$ cat config.mk
export PLATFORM = sky130hd
export DESIGN_NAME = hdlc_frame_deframer_unit_flat
export DESIGN_NICKNAME = d
export VERILOG_FILES = /design/src/hw/rtl/hfd_pkg.sv /design/src/hw/rtl/hfd_if.sv /design/src/hw/rtl/hfd_apb_regs.sv /design/src/hw/rtl/hdlc_frame_deframer_unit.sv /design/src/flat_wrapper.sv
export SDC_FILE = /design/constraint.sdc
export NUM_CORES = 1
export LEC_CHECK = 0
export BUFFER_PORTS_ARGS = -buffer_cell sky130_fd_sc_hd__buf_2
export CAP_MARGIN = 20
export CORE_MARGIN = 2
export CORE_UTILIZATION = 51
export CTS_BUF_LIST = sky130_fd_sc_hd__clkbuf_16
export CTS_CLUSTER_DIAMETER = 50
export DETAILED_ROUTE_END_ITERATION = 10
export GPL_ROUTABILITY_DRIVEN = 0
export PLACE_DENSITY_LB_ADDON = 0.05
export SYNTH_ARGS = -nofsm -noshare
export SYNTH_HDL_FRONTEND = slang
export SYNTH_SLANG_ARGS = --single-unit
$ cat constraint.sdc
create_clock -name clk -period 3 [get_ports clk]
set_input_delay 0.9 -clock clk [delete_from_list [all_inputs] [get_ports clk]]
set_output_delay 0.9 -clock clk [all_outputs]
set_load 0.01 [all_outputs]
$ cat src/hw/rtl/hfd_pkg.sv
`timescale 1ns / 1ps
`default_nettype none
// ----------------------------------------------------------------------------
// HDLC deframer package
// Shared widths, byte codes, result codes and the byte-wide CRC-CCITT update.
// ----------------------------------------------------------------------------
package hfd_pkg;

	localparam int MIN_FRAME_BYTES = 4;
	localparam int MAX_FRAME_BYTES = 4096;

	localparam int BYTE_COUNT_W = $clog2(MAX_FRAME_BYTES + 1);
	localparam int INDEX_W      = 12;
	localparam int CRC_W        = 16;
	localparam int MAX_LEN_W    = 13;
	localparam int PADDR_W      = 3;
	localparam int PDATA_W      = 32;

	localparam logic [7:0]       FLAG_BYTE = 8'h7E;
	localparam logic [7:0]       ESC_BYTE  = 8'h7D;
	localparam logic [7:0]       ESC_MASK  = 8'h20;
	localparam logic [CRC_W-1:0] CRC_POLY  = 16'h1021;

	localparam logic [CRC_W-1:0]     CRC_INIT_RST      = 16'hFFFF;
	localparam logic [MAX_LEN_W-1:0] MAX_FRAME_LEN_RST = 13'd4096;

	// Register indexes, selected by paddr[2].
	localparam logic REG_CRC_INIT      = 1'b0;
	localparam logic REG_MAX_FRAME_LEN = 1'b1;

	typedef enum logic [1:0] {
		KIND_DATA     = 2'd0,
		KIND_GOOD     = 2'd1,
		KIND_BAD      = 2'd2,
		KIND_OVERFLOW = 2'd3
	} kind_t;

	typedef enum logic [1:0] {
		FTYPE_I = 2'd0,
		FTYPE_S = 2'd1,
		FTYPE_U = 2'd2
	} ftype_t;

	typedef struct packed {
		logic [CRC_W-1:0]     crc_init;
		logic [MAX_LEN_W-1:0] max_frame_len;
	} cfg_t;

	// One byte into the CRC, MSB first, eight bit steps.
	function automatic logic [CRC_W-1:0] crc_feed(input logic [CRC_W-1:0] crc,
		input logic [7:0] b);
		logic [CRC_W-1:0] c;
		c = crc ^ {b, 8'h00};
		for (int k = 0; k < 8; k++) begin
			if (c[CRC_W-1]) begin
				c = {c[CRC_W-2:0], 1'b0} ^ CRC_POLY;
			end else begin
				c = {c[CRC_W-2:0], 1'b0};
			end
		end
		return c;
	endfunction

endpackage
`default_nettype wire

$ cat src/hw/rtl/hfd_if.sv
`timescale 1ns / 1ps
`default_nettype none
// ----------------------------------------------------------------------------
// HDLC deframer channels
// Valid/ready interfaces for the line byte input and the result output.
// ----------------------------------------------------------------------------
interface hfd_rx_if;
	logic       valid;
	logic       ready;
	logic [7:0] rx_byte;

	modport source (output valid, output rx_byte, input ready);
	modport sink (input valid, input rx_byte, output ready);
endinterface

interface hfd_res_if;
	logic        valid;
	logic        ready;
	logic [1:0]  result_kind;
	logic [7:0]  data_byte;
	logic [11:0] byte_index;
	logic [7:0]  frame_address;
	logic [7:0]  frame_control;
	logic [1:0]  frame_type;
	logic [11:0] info_len;

	modport source (output valid, output result_kind, output data_byte,
		output byte_index, output frame_address, output frame_control,
		output frame_type, output info_len, input ready);
	modport sink (input valid, input result_kind, input data_byte,
		input byte_index, input frame_address, input frame_control,
		input frame_type, input info_len, output ready);
endinterface
`default_nettype wire

$ cat src/hw/rtl/hfd_apb_regs.sv
`timescale 1ns / 1ps
`default_nettype none
// ----------------------------------------------------------------------------
// HDLC deframer configuration registers
// APB-style register file holding the CRC start value and the frame length limit.
// ----------------------------------------------------------------------------
module hfd_apb_regs (
	input  wire logic                        clk,
	input  wire logic                        arst_n,
	input  wire logic                        psel,
	input  wire logic                        penable,
	input  wire logic                        pwrite,
	input  wire logic [hfd_pkg::PADDR_W-1:0] paddr,
	input  wire logic [hfd_pkg::PDATA_W-1:0] pwdata,
	output logic      [hfd_pkg::PDATA_W-1:0] prdata,
	output logic                             pready,
	output hfd_pkg::cfg_t                    cfg
);
	import hfd_pkg::*;

	logic [CRC_W-1:0]     crc_init_q;
	logic [MAX_LEN_W-1:0] max_frame_len_q;
	logic                 wr_en;

	// Registers sit on word addresses; the byte offset bits are ignored.
	assign wr_en  = psel && penable && pwrite && pready;
	assign pready = 1'b1;

	always_ff @(posedge clk or negedge arst_n) begin
		if (!arst_n) begin
			crc_init_q      <= CRC_INIT_RST;
			max_frame_len_q <= MAX_FRAME_LEN_RST;
		end else if (wr_en) begin
			case (paddr[2])
				REG_CRC_INIT:      crc_init_q      <= pwdata[CRC_W-1:0];
				REG_MAX_FRAME_LEN: max_frame_len_q <= pwdata[MAX_LEN_W-1:0];
				default:           ;
			endcase
		end
	end

	always_comb begin
		case (paddr[2])
			REG_CRC_INIT:      prdata = PDATA_W'(crc_init_q);
			REG_MAX_FRAME_LEN: prdata = PDATA_W'(max_frame_len_q);
			default:           prdata = '0;
		endcase
	end

	assign cfg.crc_init      = crc_init_q;
	assign cfg.max_frame_len = max_frame_len_q;

endmodule
`default_nettype wire

$ cat src/hw/rtl/hdlc_frame_deframer_unit.sv
`timescale 1ns / 1ps
`default_nettype none
// ----------------------------------------------------------------------------
// HDLC frame deframer
// Flag hunting, escape removal, CRC-CCITT check and frame-end reporting.
// ----------------------------------------------------------------------------
// Usage: raw line bytes arrive on the rx channel, one byte per transfer. Each
// byte is registered into an input stage, then processed by combinational
// logic (flag/escape decode, byte-wide CRC update, length check) whose result
// is captured in an output register. Line bytes that cause no result (escapes,
// bytes while hunting, flags that report no frame) still take one pass.
// Results leave on the res channel: a data byte with its index, a frame-good or
// frame-bad report with address, control, type and info length, or overflow.
// A byte passes through the input stage and then the output register before
// its result is valid. Throughput is one byte per cycle while the receiver
// does not stall; the limit is the CRC update between the input stage and the
// output register. If the receiver stalls, the output register holds its
// result and the input stage keeps one more byte; rx.ready drops only when
// both are full. The user must write configuration (crc_init, max_frame_len)
// over the APB port only while the block is idle; the block does not enforce
// this. Reset clears the pipeline, returns to flag hunting and loads crc_init
// = 0xFFFF and max_frame_len = 4096.
// ----------------------------------------------------------------------------
module hdlc_frame_deframer_unit (
	input  wire logic                        clk,
	input  wire logic                        arst_n,
	hfd_rx_if.sink                           rx,
	hfd_res_if.source                        res,
	input  wire logic                        psel,
	input  wire logic                        penable,
	input  wire logic                        pwrite,
	input  wire logic [hfd_pkg::PADDR_W-1:0] paddr,
	input  wire logic [hfd_pkg::PDATA_W-1:0] pwdata,
	output logic      [hfd_pkg::PDATA_W-1:0] prdata,
	output logic                             pready
);
	import hfd_pkg::*;

	cfg_t cfg;

	hfd_apb_regs u_regs (
		.clk     (clk),
		.arst_n  (arst_n),
		.psel    (psel),
		.penable (penable),
		.pwrite  (pwrite),
		.paddr   (paddr),
		.pwdata  (pwdata),
		.prdata  (prdata),
		.pready  (pready),
		.cfg     (cfg)
	);

	// Input stage.
	logic       valid_s1;
	logic [7:0] byte_s1;
	logic       adv;

	// Frame state.
	logic                    in_frame_q;
	logic                    esc_q;
	logic [BYTE_COUNT_W-1:0] count_q;
	logic [CRC_W-1:0]        crc_q;
	logic [7:0]              held0_q;
	logic [7:0]              held1_q;
	logic [7:0]              addr_q;
	logic [7:0]              ctrl_q;

	// Output register.
	logic        out_valid_q;
	kind_t       kind_q;
	logic [7:0]  data_q;
	logic [11:0] index_q;
	logic [7:0]  faddr_q;
	logic [7:0]  fctrl_q;
	ftype_t      ftype_q;
	logic [11:0] info_q;

	// Next result, worked out from the byte in the input stage.
	logic                    is_flag;
	logic                    is_esc;
	logic [7:0]              ubyte;
	logic [BYTE_COUNT_W-1:0] limit;
	logic                    ends_frame;
	logic                    overflow;
	logic                    res_valid_c;
	kind_t                   kind_c;
	ftype_t                  ftype_c;
	logic [BYTE_COUNT_W-1:0] info_c;

	// The input stage moves on when the output register is free or being emptied.
	assign adv      = valid_s1 && (!out_valid_q || res.ready);
	assign rx.ready = !valid_s1 || adv;

	always_ff @(posedge clk or negedge arst_n) begin
		if (!arst_n) begin
			valid_s1 <= 1'b0;
		end else if (rx.ready) begin
			valid_s1 <= rx.valid;
		end
	end

	always_ff @(posedge clk) begin
		if (rx.ready && rx.valid) begin
			byte_s1 <= rx.rx_byte;
		end
	end

	assign is_flag = (byte_s1 == FLAG_BYTE);
	assign is_esc  = (byte_s1 == ESC_BYTE);
	assign ubyte   = esc_q ? (byte_s1 ^ ESC_MASK) : byte_s1;

	// The programmed limit is clipped to what the byte counter is sized for.
	assign limit = (cfg.max_frame_len > BYTE_COUNT_W'(MAX_FRAME_BYTES)) ?
		BYTE_COUNT_W'(MAX_FRAME_BYTES) : BYTE_COUNT_W'(cfg.max_frame_len);

	assign ends_frame = is_flag && in_frame_q && (count_q >= BYTE_COUNT_W'(MIN_FRAME_BYTES));
	assign overflow   = !is_flag && in_frame_q && !is_esc && (count_q >= limit);
	assign res_valid_c = ends_frame || (!is_flag && in_frame_q && !is_esc);

	// The received FCS is the last two bytes, high byte first.
	always_comb begin
		if (is_flag) begin
			kind_c = ({held0_q, held1_q} == crc_q) ? KIND_GOOD : KIND_BAD;
		end else if (overflow) begin
			kind_c = KIND_OVERFLOW;
		end else begin
			kind_c = KIND_DATA;
		end
	end

	always_comb begin
		if (!ctrl_q[0]) begin
			ftype_c = FTYPE_I;
		end else if (!ctrl_q[1]) begin
			ftype_c = FTYPE_S;
		end else begin
			ftype_c = FTYPE_U;
		end
	end

	assign info_c = (count_q >= BYTE_COUNT_W'(4)) ? (count_q - BYTE_COUNT_W'(4)) : '0;

	always_ff @(posedge clk or negedge arst_n) begin
		if (!arst_n) begin
			in_frame_q <= 1'b0;
			esc_q      <= 1'b0;
			count_q    <= '0;
			crc_q      <= CRC_INIT_RST;
			held0_q    <= '0;
			held1_q    <= '0;
			addr_q     <= '0;
			ctrl_q     <= '0;
		end else if (adv) begin
			if (is_flag) begin
				// A flag always opens the next frame, whether or not one ended.
				in_frame_q <= 1'b1;
				esc_q      <= 1'b0;
				count_q    <= '0;
				crc_q      <= cfg.crc_init;
				held0_q    <= '0;
				held1_q    <= '0;
			end else if (in_frame_q) begin
				if (is_esc) begin
					esc_q <= 1'b1;
				end else if (overflow) begin
					in_frame_q <= 1'b0;
					esc_q      <= 1'b0;
					count_q    <= '0;
				end else begin
					esc_q <= 1'b0;
					// Bytes enter the CRC two positions late, so the FCS never does.
					if (count_q >= BYTE_COUNT_W'(2)) begin
						crc_q <= crc_feed(crc_q, held0_q);
					end
					held0_q <= held1_q;
					held1_q <= ubyte;
					if (count_q == '0) begin
						addr_q <= ubyte;
					end
					if (count_q == BYTE_COUNT_W'(1)) begin
						ctrl_q <= ubyte;
					end
					count_q <= count_q + BYTE_COUNT_W'(1);
				end
			end
		end
	end

	always_ff @(posedge clk or negedge arst_n) begin
		if (!arst_n) begin
			out_valid_q <= 1'b0;
		end else if (adv) begin
			out_valid_q <= res_valid_c;
		end else if (res.ready) begin
			out_valid_q <= 1'b0;
		end
	end

	// Fields that do not belong to a result kind are sent as zero.
	always_ff @(posedge clk) begin
		if (adv) begin
			kind_q  <= kind_c;
			data_q  <= '0;
			index_q <= '0;
			faddr_q <= '0;
			fctrl_q <= '0;
			ftype_q <= FTYPE_I;
			info_q  <= '0;
			case (kind_c)
				KIND_DATA: begin
					data_q  <= ubyte;
					index_q <= count_q[INDEX_W-1:0];
				end
				KIND_GOOD, KIND_BAD: begin
					faddr_q <= addr_q;
					fctrl_q <= ctrl_q;
					ftype_q <= ftype_c;
					info_q  <= info_c[INDEX_W-1:0];
				end
				default: ;
			endcase
		end
	end

	assign res.valid         = out_valid_q;
	assign res.result_kind   = kind_q;
	assign res.data_byte     = data_q;
	assign res.byte_index    = index_q;
	assign res.frame_address = faddr_q;
	assign res.frame_control = fctrl_q;
	assign res.frame_type    = ftype_q;
	assign res.info_len      = info_q;

`ifndef SYNTHESIS
	// An escape can only be pending inside a frame.
	a_esc_in_frame: assert property (@(posedge clk) disable iff (!arst_n)
		esc_q |-> in_frame_q)
		else $error("escape pending while hunting");

	// The byte counter never passes the largest frame it is sized for.
	a_count_bound: assert property (@(posedge clk) disable iff (!arst_n)
		count_q <= BYTE_COUNT_W'(MAX_FRAME_BYTES))
		else $error("byte counter beyond maximum frame size");

	// An overflow result always leaves the block hunting for a flag.
	a_ovf_hunts: assert property (@(posedge clk) disable iff (!arst_n)
		(adv && overflow) |=> (!in_frame_q && out_valid_q))
		else $error("overflow did not return to hunting");

	// Input is held off only while both the input stage and output register are full.
	a_ready: assert property (@(posedge clk) disable iff (!arst_n)
		!rx.ready |-> (valid_s1 && out_valid_q && !res.ready))
		else $error("input stalled without a full pipeline");
`endif

endmodule
`default_nettype wire

$ cat src/flat_wrapper.sv
// flat-port wrapper written by rule: the top's interface ports become plain ports
module hdlc_frame_deframer_unit_flat import hfd_pkg::*;
  (clk, arst_n, psel, penable, pwrite, paddr, pwdata, prdata, pready, rx_valid, rx_rx_byte, rx_ready, res_valid, res_result_kind, res_data_byte, res_byte_index, res_frame_address, res_frame_control, res_frame_type, res_info_len, res_ready);
  hfd_rx_if rx_i ();
  hfd_res_if res_i ();
  input  wire logic clk;
  input  wire logic arst_n;
  input  wire logic psel;
  input  wire logic penable;
  input  wire logic pwrite;
  input  wire logic [hfd_pkg::PADDR_W-1:0] paddr;
  input  wire logic [hfd_pkg::PDATA_W-1:0] pwdata;
  output logic      [hfd_pkg::PDATA_W-1:0] prdata;
  output logic pready;
  input wire logic [$bits(rx_i.valid)-1:0] rx_valid;
  input wire logic [$bits(rx_i.rx_byte)-1:0] rx_rx_byte;
  output wire logic [$bits(rx_i.ready)-1:0] rx_ready;
  output wire logic [$bits(res_i.valid)-1:0] res_valid;
  output wire logic [$bits(res_i.result_kind)-1:0] res_result_kind;
  output wire logic [$bits(res_i.data_byte)-1:0] res_data_byte;
  output wire logic [$bits(res_i.byte_index)-1:0] res_byte_index;
  output wire logic [$bits(res_i.frame_address)-1:0] res_frame_address;
  output wire logic [$bits(res_i.frame_control)-1:0] res_frame_control;
  output wire logic [$bits(res_i.frame_type)-1:0] res_frame_type;
  output wire logic [$bits(res_i.info_len)-1:0] res_info_len;
  input wire logic [$bits(res_i.ready)-1:0] res_ready;
  assign rx_i.valid = rx_valid;
  assign rx_i.rx_byte = rx_rx_byte;
  assign rx_ready = rx_i.ready;
  assign res_valid = res_i.valid;
  assign res_result_kind = res_i.result_kind;
  assign res_data_byte = res_i.data_byte;
  assign res_byte_index = res_i.byte_index;
  assign res_frame_address = res_i.frame_address;
  assign res_frame_control = res_i.frame_control;
  assign res_frame_type = res_i.frame_type;
  assign res_info_len = res_i.info_len;
  assign res_i.ready = res_ready;
  hdlc_frame_deframer_unit u_core (.clk(clk), .arst_n(arst_n), .rx(rx_i), .res(res_i), .psel(psel), .penable(penable), .pwrite(pwrite), .paddr(paddr), .pwdata(pwdata), .prdata(prdata), .pready(pready));
endmodule
; ---- Yosys cells after proc, flatten, opt, wreduce, memory -nomap -nowiden
; Index checks and enable logic that the tools add are counted.
[op_classes]
n_addsub = 2
order_cmp = 4
n_eq_ne = 8
muxes = 83
bitwise_logic = 14
reduce_logical = 32
[ops]
columns = operator, count
row1 = two-way mux 16 bit, 47
row2 = two-way mux 13 bit, 13
row3 = two-way mux 8 bit, 8
row4 = case mux 32 bit (2 select lines), 1
row5 = inverter 3 bit, 8
row6 = == test 16 bit, 1
row7 = "== test 8 x 7 -> 1 bit, second input constant", 2
row8 = XOR 16 bit, 1
row9 = "adder 13 x 1 -> 13 bit, second input constant", 1
row10 = "== test 13 x 1 -> 1 bit, second input constant", 1
row11 = >= comparator 13 bit, 1
row12 = ">= comparator 13 x 2 -> 1 bit, second input constant", 1
row13 = ">= comparator 13 x 3 -> 1 bit, second input constant", 1
row14 = "greater-than comparator 13 bit, second input constant", 1
row15 = zero test 13 bit, 1
row16 = AND reduction 6 bit, 2
row17 = "subtractor 12 x 3 -> 12 bit, second input constant", 1
row18 = AND reduction 2 bit, 5
row19 = logical AND 1 bit, 9
row20 = two-way mux 1 bit, 9
row21 = two-way mux 2 bit, 4
row22 = two-way mux 6 bit, 1
row23 = nonzero test 2 bit, 3
row24 = inverter 1 bit, 5
row25 = other kinds (10), 16
[word_totals]
register_bits = 154
input_bits = 50
output_inout_bits = 87
word_cells = 163

; ---- Depth between registers and ports, before layout
; Gate-level depths: netlist of run 1.
[depth]
word_depth = 65
mapped_depth = 15
ltp_nobuf = 12

; ---- Hierarchy
; A second synthesis of run 1 with hierarchy kept.
[hier_totals]
cells_unflattened = 626
hier_area_um2 = 7637.3
[modules_own_cells]
columns = mod, n_inst, cells_each, area_each_um2
row1 = hdlc_frame_deframer_unit, 1, 527, 6157.2
row2 = hfd_apb_regs, 1, 99, 1480.2

; ---- Least setup slack after synthesis of run 1
; OpenSTA, ideal clock, no wires.
[synth_path]
path_kind = input-to-reg
startpoint = in res_ready
endpoint = reg u_core.addr_q[0]
setup_time_ns = 0.125
t_arrival_ns = 3.168
required_time_ns = 2.875
path_slack_ns = -0.293
cell_stages = 8
path_cell_list = nand2b_1 -> nand2_1 -> inv_1 -> nand4_1 -> nor2_1 -> and3_1 -> buf_6 -> mux2_2
[synth_between]
elab_chain_len = 3
[synth_lines]
columns = element, line
row1 = from (decl), flat_wrapper.sv:26  ; input wire logic [$bits(res_i.ready)-1:0] res_ready;
row2 = logical OR 1 bit, hdlc_frame_deframer_unit.sv:92  ; assign adv = valid_s1 && (!out_valid_q || res.ready);
row3 = logical AND 1 bit, hdlc_frame_deframer_unit.sv:92
row4 = named net u_core.adv, hdlc_frame_deframer_unit.sv:57  ; logic adv;
row5 = AND reduction 6 bit (no source line), n/a
row6 = to (signal assigned), hdlc_frame_deframer_unit.sv:179  ; addr_q <= ubyte;
row7 = to (decl), hdlc_frame_deframer_unit.sv:66  ; logic [7:0] addr_q;
; The timed path passes the listed nets, and every way through them passes these cells.
; A chain may end at the register's enable or synchronous reset.

; ---- Worst setup path in the final report of run 1
[layout_path]
startpoint = reg u_core.u_regs.max_frame_len_q[12]
endpoint = reg u_core.ftype_q[1] (netlist: u_core.res.frame_type[1]) (data pin)
[layout_between]
elab_chain_len = 9
word_cells_on_any_way = 10
classes_between = order compare (2) / eq/ne (2) / mux (3) / reduce/logical (3)
[layout_lines]
columns = element, line
row1 = from (decl), hfd_apb_regs.sv:22  ; logic [MAX_LEN_W-1:0] max_frame_len_q;
row2 = from (signal assigned), hfd_apb_regs.sv:36  ; REG_MAX_FRAME_LEN: max_frame_len_q <= pwdata[MAX_LEN_W-1:0];
row3 = greater-than comparator 13 bit, hdlc_frame_deframer_unit.sv:114  ; assign limit = (cfg.max_frame_len > BYTE_COUNT_W'(MAX_FRAME_BYTES)) ?
row4 = two-way mux 13 bit *, hdlc_frame_deframer_unit.sv:114
row5 = >= comparator 13 bit *, hdlc_frame_deframer_unit.sv:118  ; assign overflow = !is_flag && in_frame_q && !is_esc && (count_q >= limit);
row6 = logical AND 1 bit *, hdlc_frame_deframer_unit.sv:118
row7 = two-way mux 2 bit *, hdlc_frame_deframer_unit.sv:125  ; end else if (overflow) begin
row8 = two-way mux 2 bit *, hdlc_frame_deframer_unit.sv:123  ; if (is_flag) begin
row9 = named net u_core.kind_c[1], hdlc_frame_deframer_unit.sv:87  ; kind_t kind_c;
row10 = == test 2 x 1 -> 1 bit or == test 2 bit (tied branches), hdlc_frame_deframer_unit.sv:210  ; case (kind_c)
row11 = OR reduction 2 bit *, hdlc_frame_deframer_unit.sv:210
row12 = AND reduction 2 bit (no source line) *, n/a
row13 = to (signal assigned), hdlc_frame_deframer_unit.sv:218  ; ftype_q <= ftype_c;
row14 = to (decl), hdlc_frame_deframer_unit.sv:76  ; ftype_t ftype_q;
; The timed path passes the listed nets; every way through them passes the cells marked *.

==> summary.txt, run 1 <==
Worst setup path
  – Most common cell on crit path: o21ai_2
  – Slowest stage delay, CP: about 0.6 ns
  – Crit path DAT: roughly 3.1 ns
  – Crit start category: flop
  – CP Class: reg -> reg
  – Reg2Reg Launch Point: u_core.u_regs.max_frame_len_q[12]$_DFFE_PN1P_
  – Required time worst endpoint: 3.18 ns
  – Worst r2r dst: u_core.res.frame_type[1]$_SDFFCE_PN0P_
  – CP max-delay cell: dfstp_2
  – Flop2flop setup slack: approximately 0.056 ns
  – Crit-path cells: clkinvlp_4 > nand2_2 > ha_1 > and3_4 > a41oi_2 > o21ai_2 > o31ai_4 > o21ai_2 > inv_2 > ha_4 > buf_6 > and3_1
  – Crit Path Max Fanout: 6
  – Crit path from: u_core.u_regs.max_frame_len_q[12]$_DFFE_PN1P_
  – Crit path max-delay family: compound AO/OA/AOI/OAI gates
  – Crit end category: flop
  – Worst Path Buf+Inv: 3
  – R2R depth: 12

Clock tree
  – Clock latency on the worst-skew pair: 0.43 ns
  – CTS H-tree lvls: 4
  – Clk pin slew, worst setup/hold paths: approximately 0.06 ns
  – CTS tree: yes
  – TritonCTS buffer count: 17
  – Root Buffer: clkbuf_16
  – Cts hold-fix bufs: 0
  – Clock Tree Buf Depth: 2
  – Clock sinks: 154

Finish
  – Area Growth Syn to Fin: 20.4%
  – NumNets Final: 835
  – Fin cells: 965
  – FILL cells: between 1k and 1.5k
  – Commonest non-fill, non-tap cell in the layout: buf_2
  – Layout cells sized above 1: 43.6%
  – Ant diodes: 0
  – Most frequent cells in the layout: buf_2, mux2_2, dfrtp_1

Timing
  – Max Fclk: 0.340 GHz
  – Clk_skew: 0.0141 ns
  – RSZ-0062 raised after global routing: yes
  – Setup ws final: 0.0563 ns
  – Post-layout min period: 2.94 ns
  – Final Slew Violations: 0
  – Relative slew slack: 57.8%
  – Hold Vio Cnt, Final: 0
  – Final setup viols: 0
  – Final Cycle Share: 98.1%
  – Worst-margin pin slew: 0.633 ns

Placed design
  – Port Buffers: 101
  – Dpl cells: 924
  – DP HPWL: 11.8 mm
  – Pre-CTS setup slack: -0.115 ns

Routing
  – DRT iter0 DRCs: roughly 240
  – Vias: roughly 5.2k
  – Routed WL per cell: ~17 microns
  – DR pass1 iterations: 4
  – Residual DRC: 0
  – Post-DRT Antenna Nets: 0
  – Via-to-Cell Ratio: ~5.3
  – Wirelength, routed: 16.9 mm

Die
  – Number of core rows: 45
  – Die width: between 100 and 150 microns
  – IO Count: 137
  – Die Ht: around 130 microns
  – Core Footprint: 0.0151 sq mm
  – Die Area: between 0.015 and 0.02 sq mm
  – Initial Util: 51.6%

Synth
  – Post-synth EDFFs: 60
  – Syn avg cell area: approximately 12 sq um
  – Mapped Area: 0.00779 sq mm
  – Post-synthesis register bit count: 154
  – Ys flop type: dfrtp_1
  – Syn Inst Count: 633
  – Yosys warning total: 0
  – Post-synthesis sequential area ratio: a little over half
  – Async SR Flop Fraction: 61.0%
  – Distinct cells, synth: between 60 and 70

Global route
  – Largest net degree at the start of global routing: 53
  – Number of global-route vias before repair: 5192
  – Total grt overflow: 0
  – Overall routing resource usage: a little over a fifth
  – Initial antenna violation count: 0
  – First-pass GRT wire length: 26.9 mm

Power and ir drop
  – Leak Pwr: 4.24 nW
  – PD cells: 794 mW/mm^2
  – Internal Power: 5.20 mW
  – Combinational share of power: between 30% and 40%
  – Sw frac: 30.2%
  – Sequential power share: between 30% and 40%
  – Clock power share: 30.0%
  – Total net switching power: about 2.2 mW
  – Design Power: between 7 and 8 mW
  – Max VDD drop: between 0.4 and 0.5 mV

Job
  – Number of max-cap violations: 0

Status
  – Status: finished clean

Hold path
  – HP Class: in -> async
==> cell type report <==
| cell class | instances | area, sq um | area share, % |
|---|---|---|---|
| Sequential cell | 154 | 4200 | 44.7 |
| Clock inverter | 15 | 186 | 1.99 |
| Timing Repair inverter | 1 | 7.51 | 0.0800 |
| Timing Repair Buffer | 145 | 896 | 9.55 |
| Clock buffer | 17 | 425 | 4.53 |
| Tap cell | 188 | 235 | 2.51 |
| Multi-Input combinational cell | 422 | 3340 | 35.6 |
| Inverter | 23 | 93.8 | 1.00 |
==> cells in the mapped netlist (18+ instances only) <==
library cell  count  area share (%)
xor2_1           18             2.0
o21ai_0          23             1.5
buf_4            21             2.0
nor2_1           30             1.4
xnor2_1          24             2.7
ha_1             21             3.4
dfrtp_1          61              20
nand2_1          44             2.1
edfxtp_1         60              23
mux2_2           67             9.7
dfstp_2          33              11
and2_1           37             3.0
inv_1            23             1.1
==> per-layer routing <==
metal,global-route usage (%),routed length (microns),vias up
met5,0,0,-
met4,9.11,287,0
met3,3.98,624,25
met2,34.4,8200,135
met1,28.7,7740,2532
li1,-,-,2465
==> flip-flops by register name, indices dropped and copies added, names as in the netlist, 2 cells and up <==
register	flops
u_core.count_q	13
u_core.res.data_byte	8
u_core.res.info_len	12
u_core.addr_q	8
u_core.held1_q	8
u_core.u_regs.crc_init_q	16
u_core.res.frame_address	8
u_core.u_regs.max_frame_len_q	13
u_core.res.frame_type	2
u_core.res.result_kind	2
u_core.ctrl_q	8
u_core.held0_q	8
u_core.res.frame_control	8
u_core.res.byte_index	12
u_core.crc_q	16
u_core.byte_s1	8
==> worst max-delay path by stage <==
| stage | to | slack [ns] | cells past startpoint |
|---|---|---|---|
| finish | u_core.res.frame_type[1]$_SDFFCE_PN0P_ | 0.06 | 12 |
| global route | u_core.res.frame_type[1]$_SDFFCE_PN0P_ | -0.08 | 11 |
| CTS | u_core.res.frame_type[0]$_SDFFCE_PN0P_ | 0.02 | 12 |
| detailed placement | u_core.res.info_len[6]$_SDFFCE_PN0P_ | -0.11 | 12 |
| global placement | u_core.res.info_len[5]$_SDFFCE_PN0P_ | -0.03 | 12 |
| floorplan | u_core.addr_q[0]$_DFFE_PN0P_ | 0.03 | 8 |
==> power by group through the flow <==
stage	clock network [mW]	logic [mW]	registers [mW]
finish	2.23	2.24	2.97
global route	2.37	2.48	3.02
CTS	2.27	2.20	2.96
detailed placement	0	2.18	3.00
global placement	0	2.14	2.98
floorplan	0	1.62	2.94
==> repair_timing <==
item | CTS | global route
pin swaps | 1 | 8
cloned | 0 | 1
setup endpoints to repair | 13 | 64
resized for setup | 2 | 28
buffers inserted | 1 | 7
==> cells by family after synthesis <==
family                     Yosys count  synth area share (%)
and+or+nand+nor                    188                  14.1
adders and majority gates           21                  3.37
AOI/OAI and AO/OA                   70                  6.01
DFF                                154                  53.8
buffers and inverters               72                  5.36
muxes                               84                  12.5
other                                2                0.0964
xor gates and xnor gates            42                  4.72
==> through the flow <==
step           hold WS (ns)  cell area, sq um  setup TNS [ns]  utilization [%]
5_1_grt               0.514              9380           -2.02             62.2
4_1_cts               0.497              9220               0             61.1
3_5_place_dp          0.488              8590           -1.15             57.0
3_3_place_gp          0.482              8590          -0.329             57.0
6_report              0.475              9380               0             62.2
2_1_floorplan         0.473              7890               0                -
(Power assumes the default switching activity.)
==> inputs of run 2 (changes only) <==
CORE_UTILIZATION = 40   (was 51)
SKIP_LAST_GASP = 1   (was unset)
==> summary.txt, run 2 (same netlist as run 1, synthesis figures left out) <==
Status
  – Status: finished clean

Power and ir drop
  – Internal Power: 5.05 mW
  – Max VDD drop: about 0.46 mV
  – PD cells: 777 mW/mm^2
  – Sequential power share: between 40% and 50%
  – Clock power share: 29.3%
  – Total net switching power: 2.31 mW
  – Sw frac: 31.4%
  – Leak Pwr: 4.24 nW
  – Combinational share of power: 30.3%

Worst setup path
  – CP max-delay cell: dfstp_2
  – Slowest stage delay, CP: 0.60 ns
  – Crit end category: flop
  – Required time worst endpoint: 3.18 ns
  – Crit-path cells: clkinvlp_4 > nand2_1 > ha_1 > and4_4 > a41oi_2 > o21ai_2 > o31ai_4 > o21ai_2 > inv_2 > ha_4 > buf_12 > and2_1
  – CP Class: reg -> reg
  – Most common cell on crit path: o21ai_2
  – Crit Path Max Fanout: 9
  – Crit path DAT: 3.14 ns
  – Worst Path Buf+Inv: 3
  – Crit path max-delay family: compound AO/OA/AOI/OAI gates
  – Crit start category: flop

Placed design
  – Pre-CTS setup slack: -0.109 ns
  – Port Buffers: 101
  – DP HPWL: around 12 mm
  – DP Area: 0.00871 sq mm

Global route
  – Largest net degree at the start of global routing: 53
  – Initial antenna violation count: 0
  – Overall routing resource usage: roughly 18%
  – First-pass GRT wire length: 27.8 mm
  – Total grt overflow: 0
  – Number of global-route vias before repair: 5106

Clock tree
  – Clock latency on the worst-skew pair: roughly 0.42 ns
  – Clock sinks: around 150
  – Root Buffer: clkbuf_16
  – Clock Tree Buf Depth: 2
  – CTS tree: yes
  – Clk pin slew, worst setup/hold paths: 0.07 ns
  – TritonCTS buffer count: 17
  – CTS H-tree lvls: 4

Hold path
  – HP Class: in -> async

Routing
  – Via-to-Cell Ratio: 4.86
  – DR pass1 iterations: 4
  – Wirelength, routed: roughly 18 mm
  – DRT iter0 DRCs: 213
  – Vias: 5069
  – Post-DRT Antenna Nets: 0
  – Residual DRC: 0
  – Routed WL per cell: between 15 and 20 microns

Timing
  – Post-layout min period: 2.96 ns
  – RSZ-0062 raised after global routing: yes
  – Relative slew slack: 50.4%
  – Max Fclk: 0.337 GHz
  – Final Slew Violations: 0
  – Final Cycle Share: roughly 99%
  – Clk_skew: 0.00838 ns
  – Hold Vio Cnt, Final: 0
  – Final setup viols: 0
  – Setup ws final: 0.0363 ns
  – Worst-margin pin slew: 0.743 ns

Job
  – Number of max-cap violations: 0

Die
  – Die Area: 0.0206 sq mm
  – IO Count: approximately 140
  – Die width: 144 microns
  – Number of core rows: 51
  – Initial Util: 40.4%
  – Die Ht: 144 microns
  – Core Footprint: 0.0193 sq mm

Finish
  – Register Area: between 0.004 and 0.005 sq mm
  – Commonest non-fill, non-tap cell in the layout: buf_2
  – NumNets Final: 835
  – Layout cells sized above 1: 44.1%
  – Ant diodes: 0
  – FILL cells: around 1.8k
  – Top Registers: u_core.crc_q x16, u_core.u_regs.crc_init_q x16
  – Most frequent cells in the layout: buf_2, mux2_2, dfrtp_1
  – Multi-input gate area: 0.00335 sq mm
  – Finished layout cell area: 0.00947 sq mm
  – Area Growth Syn to Fin: 21.5%
## run 2: changes by cell type in the layout (fill, tap and decap cells not counted), sizes merged
cell      previous run  this run
clkinv               5         6
inv                 25        27
bufinv               4         2
clkinvlp             5         4
## run 2: power groups by stage
stage          registers, mW  clock network, mW  logic, mW
2_1_floorplan           2.94                  0       1.62
3_3_place_gp            2.99                  0       2.20
3_5_place_dp            3.01                  0       2.22
4_1_cts                 2.97               2.22       2.24
5_1_grt                 3.02               2.31       2.51
6_report                2.97               2.16       2.23
## run 2: routing by layer
metal	vias up	global-route usage [%]	share of wire (%)
met5	-	0	0
met4	0	5.47	0.81
met3	11	3.53	3.9
met2	116	27.9	47
met1	2472	24.5	48
li1	2470	-	-
## run 2: area by class of cell
cell class              count  share of cell area, %
clock inverters            15                   1.73
clock buffers              17                   4.49
repair buffers            145                   9.55
well taps                 265                   3.50
flip-flops and latches    154                   44.3
multi-input cells         422                   35.3
inverters                  23                  0.991
repair inverters            1                 0.0793
## run 2: worst paths after layout
kind / from / to / slack (ns) / cells past startpoint
max: u_core.u_regs.max_frame_len_q[12]$_DFFE_PN1P_ / u_core.res.frame_control[6]$_SDFFCE_PN0P_ / 0.04 / 12
min: arst_n / u_core.held0_q[5]$_DFFE_PN0P_ / 0.49 / 1
max reg2reg: u_core.u_regs.max_frame_len_q[12]$_DFFE_PN1P_ / u_core.res.frame_control[6]$_SDFFCE_PN0P_ / 0.04 / 12
min reg2reg: u_core.addr_q[2]$_DFFE_PN0P_ / u_core.addr_q[2]$_DFFE_PN0P_ / 0.50 / 1
max in group asynchronous: arst_n / u_core.crc_q[15]$_DFFE_PN1P_ / 1.82 / 2
min in group clk: u_core.addr_q[2]$_DFFE_PN0P_ / u_core.addr_q[2]$_DFFE_PN0P_ / 0.50 / 1
## run 2: what timing repair did
action | in CTS | in global routing
endpoints found under the hold margin | 0 | 0
buffers inserted | 0 | 5
pin swaps | 1 | 8
resized for setup | 3 | 26
cloned | 0 | 1
hold buffers | 0 | 0
endpoints found under the setup margin | 13 | 66
## run 2: per-stage QoR
step	total power, mW	setup TNS [ns]	hold WS [ns]	util, %	std cells
2_1_floorplan	4.56	0	0.473	-	648
3_3_place_gp	5.19	-0.522	0.482	45.2	1004
3_5_place_dp	5.23	-1.15	0.487	45.2	1004
4_1_cts	7.43	0	0.501	48.3	1036
5_1_grt	7.84	-2.47	0.513	49.1	1042
6_report	7.36	0	0.490	49.1	1042
